File: src/hdl/mdb_master_transaction_top_macros.svh
// ----------------------------------------------------------------------------
// MDB master transaction: assertion macros
// Shared property forms for the concurrent checks of the top level.
// ----------------------------------------------------------------------------
`ifndef MDB_MASTER_TRANSACTION_TOP_MACROS_SVH
`define MDB_MASTER_TRANSACTION_TOP_MACROS_SVH

// same-cycle implication, sampled on clk, off during reset
`define MDB_ASSERT_IMPL(label, ante, cons, msg) \
    label: assert property (@(posedge clk) disable iff (!rst_n) (ante) |-> (cons)) \
        else $error(msg);

// next-cycle implication
`define MDB_ASSERT_NEXT(label, ante, cons, msg) \
    label: assert property (@(posedge clk) disable iff (!rst_n) (ante) |=> (cons)) \
        else $error(msg);

`endif

File: src/hdl/mdb_pkg.sv
// ----------------------------------------------------------------------------
// MDB master transaction package
// Word types, result kinds, opcodes and fixed constants of the bus master.
// ----------------------------------------------------------------------------
package mdb_pkg;

    localparam int COUNT_W = 6;

    localparam logic [1:0] OP_LOAD = 2'd0;
    localparam logic [1:0] OP_SEND = 2'd1;
    localparam logic [1:0] OP_RX   = 2'd2;
    localparam logic [1:0] OP_TICK = 2'd3;

    localparam logic [1:0] KIND_TX     = 2'd0;
    localparam logic [1:0] KIND_ANSWER = 2'd1;
    localparam logic [1:0] KIND_DONE   = 2'd2;

    localparam logic CFG_TIMEOUT  = 1'b0;
    localparam logic CFG_AUTO_ACK = 1'b1;

    localparam logic [8:0]  MODE_BIT      = 9'h100;
    localparam logic [8:0]  ACK_WORD      = 9'h000;
    localparam logic [15:0] TIMEOUT_RESET = 16'd1000;

    typedef struct packed {
        logic [1:0]         opcode;
        logic [7:0]         peripheral_address;
        logic [7:0]         command_code;
        logic [COUNT_W-1:0] param_count;
        logic [4:0]         param_index;
        logic [7:0]         param_byte;
        logic [8:0]         rx_word;
    } req_t;

    typedef struct packed {
        logic [1:0]         result_kind;
        logic [8:0]         tx_word;
        logic [7:0]         answer_byte;
        logic [COUNT_W-1:0] answer_index;
        logic [COUNT_W-1:0] reply_length;
        logic               status;
        logic               last;
    } rsp_t;

    typedef struct packed {
        logic               load_en;
        logic [4:0]         load_index;
        logic [7:0]         load_data;
        logic               start;
        logic               capture;
        logic [7:0]         first_word;
        logic [COUNT_W-1:0] frame_len;
    } frame_ctrl_t;

    typedef struct packed {
        logic       word_valid;
        logic [8:0] word;
        logic       last;
    } frame_stat_t;

endpackage

File: src/hdl/mdb_frame_tx.sv
// ----------------------------------------------------------------------------
// MDB frame transmitter
// Parameter store in a synchronous RAM; walks it to emit first word,
// parameters and sum checksum, one word per accepted cycle.
// ----------------------------------------------------------------------------
module mdb_frame_tx
    import mdb_pkg::*;
#(
    parameter int MAX_PARAMS = 32
)
(
    input  logic        clk,
    input  logic        rst_n,
    input  frame_ctrl_t ctrl,
    input  logic        tx_ready,
    output frame_stat_t stat
);

    localparam int ADDR_W = (MAX_PARAMS > 1) ? $clog2(MAX_PARAMS) : 1;

    typedef enum logic [1:0] {F_IDLE, F_FIRST, F_PARAM, F_SUM} fstate_t;

    fstate_t            state_reg;
    logic [7:0]         first_reg;
    logic [COUNT_W-1:0] len_reg;
    logic [COUNT_W-1:0] idx_reg;
    logic [7:0]         sum_reg;

    logic [7:0]         mem [MAX_PARAMS];
    logic [7:0]         rd_data_reg;
    logic               rd_en;
    logic [ADDR_W-1:0]  rd_addr;
    logic [COUNT_W-1:0] idx_next;

    assign idx_next = idx_reg + COUNT_W'(1);

    always_comb
    begin
        rd_en   = 1'b0;
        rd_addr = '0;
        case (state_reg)
            F_FIRST:
            begin
                rd_en   = tx_ready && (len_reg != '0);
                rd_addr = '0;
            end
            F_PARAM:
            begin
                rd_en   = tx_ready && (idx_next != len_reg);
                rd_addr = ADDR_W'(idx_next);
            end
            default:
            begin
                rd_en   = 1'b0;
                rd_addr = '0;
            end
        endcase
    end

    always_ff @(posedge clk)
    begin
        if (ctrl.load_en)
        begin
            mem[ADDR_W'(ctrl.load_index)] <= ctrl.load_data;
        end
        if (rd_en)
        begin
            rd_data_reg <= mem[rd_addr];
        end
    end

    always_comb
    begin
        stat.word_valid = (state_reg != F_IDLE);
        stat.last       = (state_reg == F_SUM);
        case (state_reg)
            F_FIRST: stat.word = MODE_BIT | {1'b0, first_reg};
            F_PARAM: stat.word = {1'b0, rd_data_reg};
            F_SUM:   stat.word = {1'b0, sum_reg};
            default: stat.word = '0;
        endcase
    end

    always_ff @(posedge clk or negedge rst_n)
    begin
        if (!rst_n)
        begin
            state_reg <= F_IDLE;
            first_reg <= '0;
            len_reg   <= '0;
            idx_reg   <= '0;
            sum_reg   <= '0;
        end
        else
        begin
            case (state_reg)
                F_IDLE:
                begin
                    if (ctrl.start)
                    begin
                        if (ctrl.capture)
                        begin
                            first_reg <= ctrl.first_word;
                            len_reg   <= ctrl.frame_len;
                        end
                        state_reg <= F_FIRST;
                    end
                end
                F_FIRST:
                begin
                    if (tx_ready)
                    begin
                        sum_reg   <= first_reg;
                        idx_reg   <= '0;
                        state_reg <= (len_reg == '0) ? F_SUM : F_PARAM;
                    end
                end
                F_PARAM:
                begin
                    if (tx_ready)
                    begin
                        sum_reg   <= sum_reg + rd_data_reg;
                        idx_reg   <= idx_next;
                        if (idx_next == len_reg)
                        begin
                            state_reg <= F_SUM;
                        end
                    end
                end
                F_SUM:
                begin
                    if (tx_ready)
                    begin
                        state_reg <= F_IDLE;
                    end
                end
                default:
                begin
                    state_reg <= F_IDLE;
                end
            endcase
        end
    end

endmodule

File: src/hdl/mdb_master_transaction_top.sv
// ----------------------------------------------------------------------------
// MDB master transaction top level
// Bus master for 9-bit multi-drop links: frame send, reply check, one retry.
// ----------------------------------------------------------------------------
// One word is taken at a time. A load, or a received word or tick that causes
// no result, returns no response. A send, or a failure that resends, reads
// the frame (first word, parameters, checksum) from the parameter RAM one
// entry per cycle and sends it through the output register at one word per
// cycle while the result side does not stall. An echoed answer byte gives one
// answer result, a good reply its answer, an ACK word if auto-ACK applies and
// a done word, and a failure that ends the transaction a done word.
`include "mdb_master_transaction_top_macros.svh"

module mdb_master_transaction_top
    import mdb_pkg::*;
#(
    parameter int MAX_PARAMS = 32,
    parameter int MAX_FRAME  = 34
)
(
    input  logic        clk,
    input  logic        rst_n,
    input  logic        req_valid,
    output logic        req_ready,
    input  req_t        req,
    output logic        rsp_valid,
    input  logic        rsp_ready,
    output rsp_t        rsp,
    input  logic        cfg_wr_en,
    input  logic        cfg_addr,
    input  logic [15:0] cfg_wdata
);

    localparam int SEND_MAX = (MAX_PARAMS < MAX_FRAME - 2) ? MAX_PARAMS : MAX_FRAME - 2;

    typedef enum logic [2:0] {T_IDLE, T_FRAME, T_ANSWER, T_ACK, T_DONE} tstate_t;

    tstate_t            state_reg;
    logic [15:0]        timeout_ticks_reg;
    logic               auto_ack_reg;
    logic               phase_reg;
    logic               retry_used_reg;
    logic [COUNT_W-1:0] rx_count_reg;
    logic [7:0]         rx_sum_reg;
    logic [15:0]        timeout_count_reg;
    logic [7:0]         ans_byte_reg;
    logic [COUNT_W-1:0] ans_index_reg;
    logic               ans_last_reg;
    logic               ack_reg;
    logic [COUNT_W-1:0] done_len_reg;
    logic               done_status_reg;
    logic               rsp_valid_reg;
    rsp_t               rsp_reg;

    frame_ctrl_t        frame_ctrl;
    frame_stat_t        frame_stat;

    logic               accept;
    logic               out_free;
    logic               tx_ready;
    logic               rsp_load;
    logic [7:0]         rx_byte;
    logic               rx_mode;
    logic [COUNT_W:0]   count_inc;
    logic [15:0]        tick_next;
    logic               timed_out;
    logic               fail_now;
    logic [COUNT_W-1:0] count_sat;

    function automatic rsp_t pack_rsp(input logic [1:0]         kind,
                                      input logic [8:0]         tx,
                                      input logic [7:0]         ab,
                                      input logic [COUNT_W-1:0] ai,
                                      input logic [COUNT_W-1:0] len,
                                      input logic               st,
                                      input logic               lst);
        rsp_t r;
        r.result_kind  = kind;
        r.tx_word      = tx;
        r.answer_byte  = ab;
        r.answer_index = ai;
        r.reply_length = len;
        r.status       = st;
        r.last         = lst;
        return r;
    endfunction

    assign req_ready = (state_reg == T_IDLE);
    assign accept    = req_valid && req_ready;
    assign out_free  = !rsp_valid_reg || rsp_ready;
    assign tx_ready  = (state_reg == T_FRAME) && out_free;
    assign rsp_load  = out_free && (state_reg != T_IDLE) &&
                       ((state_reg != T_FRAME) || frame_stat.word_valid);
    assign rsp_valid = rsp_valid_reg;
    assign rsp       = rsp_reg;

    assign rx_byte   = req.rx_word[7:0];
    assign rx_mode   = req.rx_word[8];
    assign count_inc = {1'b0, rx_count_reg} + (COUNT_W+1)'(1);
    assign tick_next = timeout_count_reg + 16'd1;
    assign timed_out = (timeout_ticks_reg == '0) || (tick_next >= timeout_ticks_reg);
    assign count_sat = (req.param_count > COUNT_W'(SEND_MAX)) ? COUNT_W'(SEND_MAX)
                                                              : req.param_count;

    always_comb
    begin
        fail_now = 1'b0;
        if (accept && phase_reg)
        begin
            case (req.opcode)
                OP_RX:
                    fail_now = rx_mode ? (rx_sum_reg != rx_byte)
                                       : (count_inc >= (COUNT_W+1)'(MAX_FRAME));
                OP_TICK:
                    fail_now = timed_out;
                default:
                    fail_now = 1'b0;
            endcase
        end
    end

    always_comb
    begin
        frame_ctrl.load_en    = accept && (req.opcode == OP_LOAD) &&
                                ({1'b0, req.param_index} < COUNT_W'(MAX_PARAMS));
        frame_ctrl.load_index = req.param_index;
        frame_ctrl.load_data  = req.param_byte;
        frame_ctrl.capture    = accept && (req.opcode == OP_SEND);
        frame_ctrl.start      = frame_ctrl.capture || (fail_now && !retry_used_reg);
        frame_ctrl.first_word = req.peripheral_address + req.command_code;
        frame_ctrl.frame_len  = count_sat;
    end

    mdb_frame_tx #(
        .MAX_PARAMS (MAX_PARAMS)
    ) u_frame_tx (
        .clk      (clk),
        .rst_n    (rst_n),
        .ctrl     (frame_ctrl),
        .tx_ready (tx_ready),
        .stat     (frame_stat)
    );

    always_ff @(posedge clk or negedge rst_n)
    begin
        if (!rst_n)
        begin
            state_reg         <= T_IDLE;
            timeout_ticks_reg <= TIMEOUT_RESET;
            auto_ack_reg      <= 1'b1;
            phase_reg         <= 1'b0;
            retry_used_reg    <= 1'b0;
            rx_count_reg      <= '0;
            rx_sum_reg        <= '0;
            timeout_count_reg <= '0;
            ans_byte_reg      <= '0;
            ans_index_reg     <= '0;
            ans_last_reg      <= 1'b0;
            ack_reg           <= 1'b0;
            done_len_reg      <= '0;
            done_status_reg   <= 1'b0;
            rsp_valid_reg     <= 1'b0;
            rsp_reg           <= '0;
        end
        else
        begin
            if (cfg_wr_en)
            begin
                case (cfg_addr)
                    CFG_TIMEOUT:  timeout_ticks_reg <= cfg_wdata;
                    CFG_AUTO_ACK: auto_ack_reg      <= cfg_wdata[0];
                    default:      auto_ack_reg      <= auto_ack_reg;
                endcase
            end

            if (rsp_load)
            begin
                rsp_valid_reg <= 1'b1;
            end
            else if (rsp_ready)
            begin
                rsp_valid_reg <= 1'b0;
            end

            case (state_reg)
                T_IDLE:
                begin
                    if (accept)
                    begin
                        case (req.opcode)
                            OP_SEND:
                            begin
                                retry_used_reg    <= 1'b0;
                                rx_count_reg      <= '0;
                                rx_sum_reg        <= '0;
                                timeout_count_reg <= '0;
                                phase_reg         <= 1'b1;
                                state_reg         <= T_FRAME;
                            end
                            OP_RX:
                            begin
                                if (phase_reg && !fail_now)
                                begin
                                    timeout_count_reg <= '0;
                                    ans_byte_reg      <= rx_byte;
                                    ans_index_reg     <= rx_count_reg;
                                    state_reg         <= T_ANSWER;
                                    if (rx_mode)
                                    begin
                                        ans_last_reg    <= 1'b0;
                                        ack_reg         <= auto_ack_reg &&
                                                           (rx_count_reg != '0);
                                        done_len_reg    <= count_inc[COUNT_W-1:0];
                                        done_status_reg <= 1'b0;
                                        phase_reg       <= 1'b0;
                                        rx_count_reg    <= '0;
                                        rx_sum_reg      <= '0;
                                    end
                                    else
                                    begin
                                        ans_last_reg <= 1'b1;
                                        rx_count_reg <= count_inc[COUNT_W-1:0];
                                        rx_sum_reg   <= rx_sum_reg + rx_byte;
                                    end
                                end
                            end
                            OP_TICK:
                            begin
                                if (phase_reg && !fail_now)
                                begin
                                    timeout_count_reg <= tick_next;
                                end
                            end
                            default:
                            begin
                                state_reg <= T_IDLE;
                            end
                        endcase

                        if (fail_now)
                        begin
                            rx_count_reg      <= '0;
                            rx_sum_reg        <= '0;
                            timeout_count_reg <= '0;
                            if (!retry_used_reg)
                            begin
                                retry_used_reg <= 1'b1;
                                state_reg      <= T_FRAME;
                            end
                            else
                            begin
                                phase_reg       <= 1'b0;
                                done_len_reg    <= '0;
                                done_status_reg <= 1'b1;
                                state_reg       <= T_DONE;
                            end
                        end
                    end
                end
                T_FRAME:
                begin
                    if (out_free && frame_stat.word_valid)
                    begin
                        rsp_reg <= pack_rsp(KIND_TX, frame_stat.word, '0, '0, '0, 1'b0,
                                            frame_stat.last);
                        if (frame_stat.last)
                        begin
                            state_reg <= T_IDLE;
                        end
                    end
                end
                T_ANSWER:
                begin
                    if (out_free)
                    begin
                        rsp_reg <= pack_rsp(KIND_ANSWER, '0, ans_byte_reg, ans_index_reg,
                                            '0, 1'b0, ans_last_reg);
                        if (ans_last_reg)
                        begin
                            state_reg <= T_IDLE;
                        end
                        else
                        begin
                            state_reg <= ack_reg ? T_ACK : T_DONE;
                        end
                    end
                end
                T_ACK:
                begin
                    if (out_free)
                    begin
                        rsp_reg   <= pack_rsp(KIND_TX, ACK_WORD, '0, '0, '0, 1'b0, 1'b0);
                        state_reg <= T_DONE;
                    end
                end
                T_DONE:
                begin
                    if (out_free)
                    begin
                        rsp_reg   <= pack_rsp(KIND_DONE, '0, '0, '0, done_len_reg,
                                              done_status_reg, 1'b1);
                        state_reg <= T_IDLE;
                    end
                end
                default:
                begin
                    state_reg <= T_IDLE;
                end
            endcase
        end
    end

    `MDB_ASSERT_IMPL(a_start_when_idle, frame_ctrl.start, !frame_stat.word_valid, "frame start while frame busy")
    `MDB_ASSERT_IMPL(a_load_when_idle, frame_ctrl.load_en, !frame_stat.word_valid, "store write during frame read")
    `MDB_ASSERT_IMPL(a_rx_clear, !phase_reg, (rx_count_reg == '0) && (rx_sum_reg == '0), "reply state not cleared")
    `MDB_ASSERT_NEXT(a_done_last, (state_reg == T_DONE) && out_free, rsp_valid && rsp.last, "done word not marked last")

endmodule
File: config.mk
export PLATFORM = sky130hd
export DESIGN_NAME = mdb_master_transaction_top
export DESIGN_NICKNAME = d
export VERILOG_FILES = /design/src/hdl/mdb_pkg.sv /design/src/hdl/mdb_frame_tx.sv /design/src/hdl/mdb_master_transaction_top.sv
export VERILOG_INCLUDE_DIRS = /design/src /design/src/hdl
export SDC_FILE = /design/constraint.sdc
export NUM_CORES = 1
export LEC_CHECK = 0
export ABC_AREA = 0
export BUFFER_PORTS_ARGS = -buffer_cell sky130_fd_sc_hd__buf_2
export CAP_MARGIN = 30
export CORE_MARGIN = 5
export CORE_UTILIZATION = 24
export CTS_CLUSTER_DIAMETER = 40
export DETAILED_ROUTE_END_ITERATION = 8
export SLEW_MARGIN = 15
export SYNTH_ARGS = -nofsm -noshare
export SYNTH_HDL_FRONTEND = slang
export SYNTH_SLANG_ARGS = --single-unit
export TNS_END_PERCENT = 100
File: constraint.sdc
create_clock -name clk -period 7.53 [get_ports clk]
set_clock_uncertainty 0.15 [all_clocks]
set_input_delay 0.753 -clock clk [delete_from_list [all_inputs] [get_ports clk]]
set_output_delay 0.753 -clock clk [all_outputs]
set_load 0.02 [all_outputs]
==> results of run 1 <==
==> layout make-up <==
class / count / area share [%]
multi-input cells: 949 / 28.8
inverters: 45 / 0.766
diodes: 1 / 0.0113
flip-flops and latches: 403 / 51.7
clock buffers: 63 / 6.95
clock inverters: 53 / 3.25
repair buffers: 119 / 2.97
well taps: 978 / 5.55
==> Yosys cell counts, types with 4 or more instances <==
library cell    n
nand2_1       188
buf_1          11
mux2_2         27
nor2b_1         7
o22ai_1         8
clkbuf_1       51
o211ai_1        5
xor2_1         23
mux4_2          8
o21a_1          4
nor3_1         14
o31ai_1         9
a22o_1         29
a21o_1         22
buf_4           4
o21ai_0        83
dfrtp_1       132
ha_1           53
dfstp_2         7
nand2b_1       22
nand4_1         5
o2bb2ai_1       5
buf_2          14
a211oi_1       57
mux2i_1        25
a222oi_1        8
nor4_1          6
and3_1         11
o221ai_1       12
inv_1          43
xnor2_1        24
and2_1         42
o21ai_1        10
edfxtp_1      264
nand3b_1        4
nand3_1        26
a31oi_1        23
nor2_1         74
a21oi_1        55
a311oi_1       22
==> critical path, delay by kind of cell, from the launching register on <==
kind	cells	cell delay (ns)
AOI/OAI and AO/OA	3	0.48
adders and majority gates	1	0.77
DFF	1	0.43
and+or+nand+nor	2	0.25
muxes	2	0.78
buffers and inverters	3	1.23
==> power groups by stage <==
stage	Combinational, W	Sequential, W	Clock (W)
2_1_floorplan	0.00142	0.00281	0
3_3_place_gp	0.00203	0.00282	0
3_5_place_dp	0.00208	0.00283	0
4_1_cts	0.00209	0.00279	0.00308
5_1_grt	0.00229	0.00282	0.00319
6_report	0.00209	0.00279	0.00302
==> path summary, 6_finish.rpt <==
kind	to	slack, ns	cells past startpoint
worst max register to register	u_frame_tx.rd_data_reg[6]	3.20	11
worst min register to register	rsp[31]	0.32	1
min in group clk	timeout_ticks_reg[3]	0.21	3
worst min-delay path	timeout_ticks_reg[2]	0.02	1
max in group asynchronous	u_frame_tx.idx_reg[0]	5.86	2
worst max-delay path	u_frame_tx.rd_data_reg[6]	3.20	11
==> metal layers <==
metal  vias to the layer above  GRT usage, %  part of all wire (%)
li1                       5744             -                     -
met3                        78          2.26                   7.4
met1                      6145          14.5                    42
met4                         2          3.47                   2.3
met5                         -             0                 0.015
met2                       402          18.2                    48
==> kinds of logic (layout without fill, tap and decap cells) <==
| family | count (synthesis) | after routing | share of synthesized area [%] |
|---|---|---|---|
| xor gates and xnor gates | 48 | 48 | 2.35 |
| AOI/OAI and AO/OA | 367 | 367 | 13.5 |
| muxes | 61 | 61 | 4.11 |
| and+or+nand+nor | 417 | 417 | 10.7 |
| DFF | 403 | 403 | 62.6 |
| adders and majority gates | 56 | 56 | 3.96 |
| other | 0 | 1 | 0 |
| buffers and inverters | 126 | 280 | 2.81 |
==> cells in the final DEF, fill, tap and decap left out, types with 8 or more instances in the layout <==
| cell type | netlist | layout |
|---|---|---|
| bufinv_16 | 0 | 9 |
| a222oi_1 | 8 | 8 |
| nor2_1 | 74 | 74 |
| nand2_1 | 188 | 187 |
| clkinv_4 | 0 | 9 |
| buf_4 | 4 | 15 |
| o22ai_1 | 8 | 8 |
| mux4_2 | 8 | 8 |
| o21ai_1 | 10 | 10 |
| inv_6 | 0 | 14 |
| o31ai_1 | 9 | 9 |
| clkbuf_16 | 0 | 61 |
| nor3_1 | 14 | 13 |
| dfrtp_1 | 132 | 131 |
| buf_2 | 14 | 101 |
| and3_1 | 11 | 11 |
| a22o_1 | 29 | 29 |
| nand2b_1 | 22 | 22 |
| a211oi_1 | 57 | 57 |
| a21o_1 | 22 | 22 |
| and2_1 | 42 | 42 |
| xnor2_1 | 24 | 24 |
| o221ai_1 | 12 | 12 |
| inv_1 | 43 | 43 |
| xor2_1 | 23 | 22 |
| a31oi_1 | 23 | 23 |
| clkinvlp_4 | 0 | 9 |
| mux2i_1 | 25 | 25 |
| ha_1 | 53 | 53 |
| o21ai_0 | 83 | 83 |
| nand3_1 | 26 | 26 |
| a311oi_1 | 22 | 22 |
| mux2_2 | 27 | 27 |
| edfxtp_1 | 264 | 264 |
| a21oi_1 | 55 | 55 |
==> metrics by stage <==
step                      instance area [um2]  hold slack, ns  util, %
after floorplan                         18200           0.298        -
after global placement                  19700           0.306     26.1
after detailed placement                19800           0.317     26.1
after CTS                               22000          0.0120     29.1
after global routing                    22100          0.0624     29.1
final                                   22100          0.0244     29.1
==> impl_metrics.py, run 1 <==
metrics = {
    "outcome": {
        "status": "complete, no violations",
    },
    "critical_path": {
        "cp_common_cell": "mux2_2",
        "critPathRequiredTime_ns": 7.78,
        "endpoint_kind": "flip-flop",
        "criticalPathCategory": "reg2reg",
        "crit_fanout": 69,
        "crit_arrival_ns": 4.57,
        "cp_slowest_cell": "ha_1",
        "worstSetupStartpoint": "u_frame_tx.state_reg[0]",
        "startpoint_type": "flip-flop",
        "crit_chain": "inv_1 > ha_1 > inv_2 > nor2_4 > buf_4 > mux2_2 > nand2_1 > o221ai_1 > o211ai_1 > o21ai_0 > mux2_2",
        "r2r-start": "u_frame_tx.state_reg[0]",
        "max_stage_delay_ns": 0.77,
    },
    "drt": {
        "routed_wirelength_um": 46400,
        "drtIter0Drc": 896,
        "drcViolationCount": 0,
        "dr_total_vias": 12400,
        "firstDrtPassIters": 5,
        "viasPerCell": 4.74,
        "wire_per_inst_um": 17.8,
        "route.antenna.remaining_nets": 0,
    },
    "clock_tree": {
        "cts_num_sinks": 403,
        "hold_buffers": 0,
        "cts_tree": "yes",
        "cts_buffer_depth": 3,
        "cts_resized": 0,
        "postCtsSetupBuffers": 0,
        "cts_made_buffers": 61,
        "htreeDepth": 2,
        "clock_latency_ns": 0.65,
        "root_buffer": "clkbuf_16",
        "cts.reportedPaths.clkPinSlew_ns": 0.06,
    },
    "timing": {
        "hold_viol_final": 0,
        "rsz0062_at_grt": "no",
        "post-route-min-period_ns": 4.33,
        "setup_viol": 0,
        "min_period_over_period_pct": 57.5,
        "timing.setup.tns_ns": 0,
        "worst_slack_ns": 3.20,
        "tightest_slew_ns": 0.948,
        "maxSlewViolCount": 0,
        "slew-limit-headroom_pct": 36.6,
        "timing.fmax_mhz": 231,
    },
    "layout": {
        "nNetsFinal": 1703,
        "area_growth_pct": 20.9,
        "final_layout_size_suffix_gt1_share_pct": 18.0,
        "seq_area_mm2": 0.0114,
        "nFillCells": 7635,
        "multi_input_area_mm2": 0.00634,
        "instances_no_fill": 2611,
        "largest_reg_flops": 256,
    },
    "power_and_ir_drop": {
        "power_w": 0.00790,
        "combPwrFrac_pct": 26.4,
        "ir_drop_uv": 241,
        "seq_power_share_pct": 35.3,
        "intPower_w": 0.00521,
        "leakagePower_nw": 8.40,
        "p_per_area_mw_per_mm2": 358,
        "power.share.clock_pct": 38.2,
        "swShare_pct": 34.1,
        "p_switching_w": 0.00269,
    },
    "grt": {
        "grt_start_max_net_pins": 78,
        "grt_pass1_wl_um": 71500,
        "grt_util_all_layers_pct": 11.0,
        "antenna_found_initial": 4,
        "grt.overflow.total": 0,
        "grt_pass1_vias": 12500,
    },
    "place": {
        "io_buffer_count": 102,
        "dp_hpwl_um": 30800,
        "pre_cts_ws_ns": 3.22,
        "place_inst": 2490,
        "routabilityCongestion": 0.850,
    },
    "floorplan": {
        "core-area_mm2": 0.0757,
        "row_count": 101,
        "pin_count": 103,
        "die_y_um": 286,
        "fp.dieW_um": 286,
        "dieArea_mm2": 0.0816,
        "start_util_pct": 24.1,
    },
    "synth": {
        "postSynthCellCount": 1478,
        "async_flop_share_pct": 34.5,
        "synth_edf_count": 264,
        "synth_top_area_share_pct": 43.4,
        "ys_top_cells_by_area": "edfxtp_1 43%, dfrtp_1 18%, nand2_1 3.9%, ha_1 3.6%, a211oi_1 2.3%",
        "avgSynthCellArea_um2": 12.3,
        "ys_seq_elements": 403,
        "ys.warnings.count": 0,
        "synth_fp_nets": 1602,
        "ys.flop_type": "edfxtp_1",
        "synth_top_area_cell": "edfxtp_1",
        "ys_seq_area_share_pct": 62.6,
        "netlist_area_mm2": 0.0182,
        "synth_cell_types": 70,
    },
    "min_path": {
        "hp-class": "in2async",
    },
    "flow_run": {
        "maxCapViolCount": 0,
    },
}
Power figures use the tool's default switching activity.
==> run 2, diff against run 1 <==
clock period = 4.2 ns   (was 7.53 ns; I/O delays follow)
==> impl_metrics.py, run 2 (same netlist as run 1, synthesis figures left out) <==
metrics = {
    "outcome": {
        "status": "complete, no violations",
    },
    "timing": {
        "slew-limit-headroom_pct": 35.3,
        "hold_viol_final": 0,
        "timing.setup.tns_ns": 0,
        "post-route-min-period_ns": 3.80,
        "timing.fmax_mhz": 263,
        "setup_viol": 0,
        "rsz0062_at_grt": "no",
        "min_period_over_period_pct": 90.4,
        "maxSlewViolCount": 0,
        "tightest_slew_ns": 0.966,
    },
    "floorplan": {
        "die_y_um": 286,
        "dieArea_mm2": 0.0816,
        "fp.dieW_um": 286,
        "start_util_pct": 24.1,
        "row_count": 101,
        "pin_count": 103,
        "core-area_mm2": 0.0757,
    },
    "drt": {
        "firstDrtPassIters": 7,
        "wire_per_inst_um": 17.3,
        "drcViolationCount": 0,
        "routed_wirelength_um": 46400,
        "route.antenna.remaining_nets": 0,
        "viasPerCell": 4.69,
        "drtIter0Drc": 1281,
        "dr_total_vias": 12500,
    },
    "critical_path": {
        "crit_fanout": 9,
        "endpoint_kind": "flip-flop",
        "criticalPathCategory": "reg2reg",
        "cp_top_family": "simple AND/OR/NAND/NOR gates",
        "max_stage_delay_ns": 0.44,
        "crit_arrival_ns": 4.11,
        "critPathRequiredTime_ns": 4.52,
        "worst-path-buf-inv": 0,
        "r2r-start": "timeout_count_reg[2]",
        "cp_common_cell": "and3_1",
        "startpoint_type": "flip-flop",
        "crit_chain": "and3_1 > and3_1 > nand3_1 > nor2_1 > xor2_1 > ha_1 > a211oi_1 > o21ai_0 > o21ai_0 > and3_1 > nor3_2 > o21ai_1 > mux2_4",
        "worstSetupStartpoint": "timeout_count_reg[2]",
        "cp_slowest_cell": "and3_1",
    },
    "place": {
        "dp_hpwl_um": 30400,
        "routabilityCongestion": 0.843,
        "io_buffer_count": 102,
    },
    "power_and_ir_drop": {
        "leakagePower_nw": 8.70,
        "ir_drop_uv": 344,
        "p_per_area_mw_per_mm2": 639,
        "power_w": 0.0145,
    },
    "layout": {
        "largest_reg_flops": 256,
        "final_layout_size_suffix_gt1_share_pct": 18.6,
        "mostFrequentLayoutCells": "264 x edfxtp_1, 187 x nand2_1, 131 x dfrtp_1",
        "layout_commonest_cell": "edfxtp_1",
        "multi_input_area_mm2": 0.00635,
        "nNetsFinal": 1766,
        "n_antenna_cell": 0,
        "area_growth_pct": 24.1,
        "nFillCells": 7568,
        "seq_area_mm2": 0.0114,
    },
    "clock_tree": {
        "htreeDepth": 3,
        "cts.reportedPaths.clkPinSlew_ns": 0.05,
        "cts_made_buffers": 70,
        "clock_latency_ns": 0.60,
        "cts_buffer_depth": 3,
        "cts_tree": "yes",
        "cts_num_sinks": 403,
        "root_buffer": "clkbuf_16",
    },
    "min_path": {
        "hp-class": "in2reg",
        "min-delay-start": "cfg_addr",
    },
    "flow_run": {
        "maxCapViolCount": 0,
    },
    "grt": {
        "grt.overflow.total": 0,
        "grt_pass1_wl_um": 72400,
        "grt_start_max_net_pins": 107,
        "grt_util_all_layers_pct": 11.2,
        "grt_pass1_vias": 12700,
        "antenna_found_initial": 1,
    },
}
## run 2: changes by cell type in the layout (fill, tap and decap cells not counted), moves of 3 or more
cell | previous run | this run
clkinv_16 | 3 | 0
bufinv_16 | 9 | 4
dlygate4sd3_1 | 0 | 33
clkinv_2 | 1 | 9
clkbuf_1 | 2 | 8
inv_8 | 7 | 1
clkbuf_16 | 61 | 71
clkbuf_8 | 0 | 3
buf_4 | 15 | 33
inv_6 | 14 | 6
## run 2: worst paths after layout
check,to,slack (ns),depth (start not counted)
setup / recovery,u_frame_tx.state_reg[1],0.40,13
hold / removal,timeout_ticks_reg[7],0.009,4
setup reg to reg,u_frame_tx.state_reg[1],0.40,13
hold reg to reg,rsp[29],0.32,2
max in group asynchronous,timeout_ticks_reg[5],3.03,3
min in group asynchronous,rsp[6],0.11,2
## run 2: cell type report
class	count	area share, %
repair buffers	173	5.26
well taps	978	5.40
clock inverters	45	2.02
inverters	45	0.746
multi-input cells	949	28.0
flip-flops and latches	403	50.4
clock buffers	82	8.16
## run 2: power by group
| group | switching [W] | internal, W |
|---|---|---|
| sequential | 0.000331 | 0.00465 |
| combinational | 0.00251 | 0.00149 |
| clock | 0.00204 | 0.00345 |
## run 2: what timing repair did
action	in CTS	in global routing
setup buffers	0	0
hold buffers	33	0
setup endpoints to repair	0	3
resized for setup	0	1
hold endpoints to repair	136	0
## run 2: worst reg2reg max path, delay by kind of cell (launching register included)
family | cells | cell delay [ns]
XOR/XNOR | 1 | 0.22
AND/OR/NAND/NOR | 6 | 1.42
AO/OA/AOI/OAI | 4 | 0.86
multiplexers | 1 | 0.32
adder cells (fa/ha/maj) | 1 | 0.28
flip-flops | 1 | 0.40
## run 2: routing by layer
layer	GRT usage (%)	vias to the layer above	routed length [um]
met1	14.8	6206	20400
met4	3.63	0	1190
met5	0	-	0
met3	2.63	87	2920
li1	-	5852	-
met2	18.1	391	21900
## run 2: stage by stage
step	setup slack [ns]	hold WS [ns]	utilization [%]	area, um2	cells
floorplan	0.946	-0.0256	-	18200	1478
global placement	0.466	0.308	26.3	19900	2511
detailed placement	0.360	0.315	26.3	19900	2511
CTS	0.342	0.0358	29.8	22600	2671
global route	0.0172	0.0178	29.9	22700	2675
finish	0.403	0.00910	29.9	22700	2675
==> run 3, diff against run 2 <==
CORE_UTILIZATION = 55   (was 24)
CTS_BUF_LIST = sky130_fd_sc_hd__clkbuf_16   (was default)
MAX_ROUTING_LAYER = met4   (was default)
PLACE_DENSITY = 0.73   (was default)
==> impl_metrics.py, run 3 (same netlist as run 1, synthesis figures left out) <==
metrics = {
    "floorplan": {
        "core-area_mm2": 0.0326,
        "start_util_pct": 55.9,
        "die_y_um": 192,
        "dieArea_mm2": 0.0369,
        "row_count": 66,
        "fp.dieW_um": 192,
        "pin_count": 103,
    },
    "critical_path": {
        "endpoint_kind": "flip-flop",
        "cp_common_cell": "and3_1",
        "criticalPathCategory": "reg2reg",
        "cp_slowest_cell": "and3_1",
        "critPathRequiredTime_ns": 4.54,
        "max_stage_delay_ns": 0.42,
        "crit_fanout": 20,
        "crit_arrival_ns": 4.16,
        "worst-path-buf-inv": 0,
        "crit_chain": "and3_1 > and3_1 > nand3_1 > nor2_1 > xor2_1 > ha_1 > a211oi_1 > o21ai_0 > o21ai_0 > and3_1 > o211ai_2 > nor3b_1 > a21o_1",
        "worst-path-stages": 13,
        "worstRegToRegCells": 13,
        "r2r-end": "timeout_count_reg[2]",
        "startpoint_type": "flip-flop",
        "cp_top_family": "simple AND/OR/NAND/NOR gates",
        "rrSetupSlack_ns": 0.38,
        "r2r-start": "timeout_count_reg[0]",
    },
    "grt": {
        "grt_pass1_wl_um": 65500,
        "grt.overflow.total": 0,
        "grt_start_max_net_pins": 80,
        "antenna_found_initial": 1,
        "grt_util_all_layers_pct": 23.1,
        "grt_pass1_vias": 12200,
    },
    "place": {
        "placed_area_mm2": 0.0192,
        "routabilityCongestion": 0.903,
        "io_buffer_count": 102,
        "dp_hpwl_um": 26800,
        "pre_cts_ws_ns": 0.440,
    },
    "timing": {
        "maxSlewViolCount": 0,
        "setup_viol": 0,
        "slew-limit-headroom_pct": 37.0,
        "rsz0062_at_grt": "no",
        "hold_viol_final": 0,
        "timing.setup.tns_ns": 0,
        "tightest_slew_ns": 0.941,
        "timing.fmax_mhz": 262,
        "post-route-min-period_ns": 3.82,
        "min_period_over_period_pct": 91.0,
        "worst_slack_ns": 0.378,
    },
    "outcome": {
        "status": "complete, no violations",
    },
    "layout": {
        "nNetsFinal": 1735,
        "largest_reg_flops": 256,
        "mostFrequentLayoutCells": "264 x edfxtp_1, 187 x nand2_1, 131 x dfrtp_1",
        "stdcell_area_mm2": 0.0213,
        "final_layout_size_suffix_gt1_share_pct": 16.7,
        "layout_commonest_cell": "edfxtp_1",
        "nFillCells": 2385,
        "area_growth_pct": 16.6,
    },
    "min_path": {
        "min-delay-start": "req[1]",
        "hp-class": "in2reg",
        "whs_endpoint": "ans_byte_reg[1]",
        "holdPathStages": 2,
    },
    "clock_tree": {
        "postCtsSetupBuffers": 0,
        "htreeDepth": 2,
        "root_buffer": "clkbuf_16",
        "cts_tree": "yes",
        "cts_made_buffers": 50,
        "clock_latency_ns": 0.56,
        "cts_num_sinks": 403,
        "cts.reportedPaths.clkPinSlew_ns": 0.06,
        "cts_buffer_depth": 3,
    },
    "drt": {
        "drcViolationCount": 0,
        "dr_total_vias": 12200,
        "wire_per_inst_um": 19.9,
        "drtIter0Drc": 978,
        "viasPerCell": 5.84,
        "firstDrtPassIters": 5,
        "route.antenna.remaining_nets": 0,
        "routed_wirelength_um": 41500,
    },
    "power_and_ir_drop": {
        "ir_drop_uv": 419,
        "leakagePower_nw": 8.37,
        "p_per_area_mw_per_mm2": 622,
    },
    "flow_run": {
        "maxCapViolCount": 0,
    },
}
## run 3: cell count changes in the layout (fill, tap and decap cells not counted), sizes merged
cell | before | now
clkinvlp | 9 | 5
buf | 140 | 131
clkbuf | 82 | 54
inv | 54 | 53
bufinv | 4 | 7
clkinv | 23 | 16
dlygate4sd3 | 33 | 30
diode | 0 | 1
## run 3: where the power goes
group          total (W)  internal, W  switching [W]
clock network    0.00441      0.00273        0.00168
logic            0.00383      0.00148        0.00235
registers        0.00500      0.00464       0.000360
## run 3: metal layers
metal | wire [um] | GRT usage [%] | vias up | part of all wire, %
met4 | 1110 | 7.05 | 0 | 2.7
met2 | 20100 | 37.6 | 408 | 48
li1 | - | - | 5762 | -
met5 | 0 | - | - | 0
met1 | 17500 | 30.0 | 5955 | 42
met3 | 2830 | 4.05 | 79 | 6.8
## run 3: final cells by class
type / count / area, um2 / area share, %
sequential: 403 / 11400 / 53.6
multi-input combinational: 949 / 6340 / 29.8
clock buffer: 53 / 1330 / 6.23
timing repair buffer: 162 / 1080 / 5.06
tap: 442 / 553 / 2.60
clock inverter: 36 / 402 / 1.89
inverter: 45 / 169 / 0.794
antenna: 1 / 2.50 / 0.0118
## run 3: worst max-delay path by stage
stage	from	to	slack (ns)
2_1_floorplan	timeout_count_reg[0]	rx_count_reg[1]	0.95
6_report	timeout_count_reg[0]	timeout_count_reg[2]	0.38
3_5_place_dp	timeout_count_reg[0]	timeout_count_reg[2]	0.44
4_1_cts	timeout_count_reg[0]	timeout_count_reg[2]	0.42
5_1_grt	timeout_count_reg[0]	timeout_count_reg[3]	0.03
3_3_place_gp	timeout_count_reg[0]	timeout_count_reg[2]	0.48
## run 3: repair_timing
action	4_1_cts	5_1_grt
hold buffers	30	0
endpoints found under the hold margin	100	0
endpoints found under the setup margin	0	0
gates resized for setup	0	0
## run 3: through the flow
step	utilization (%)	total power, W	instances	hold WS [ns]
2_1_floorplan	-	0.00759	1478	-0.0256
3_3_place_gp	58.9	0.00870	1968	0.298
3_5_place_dp	59.0	0.00882	1969	0.313
4_1_cts	65.2	0.0133	2088	0.00320
5_1_grt	65.3	0.0139	2091	0.0266
6_report	65.3	0.0132	2091	0.0210
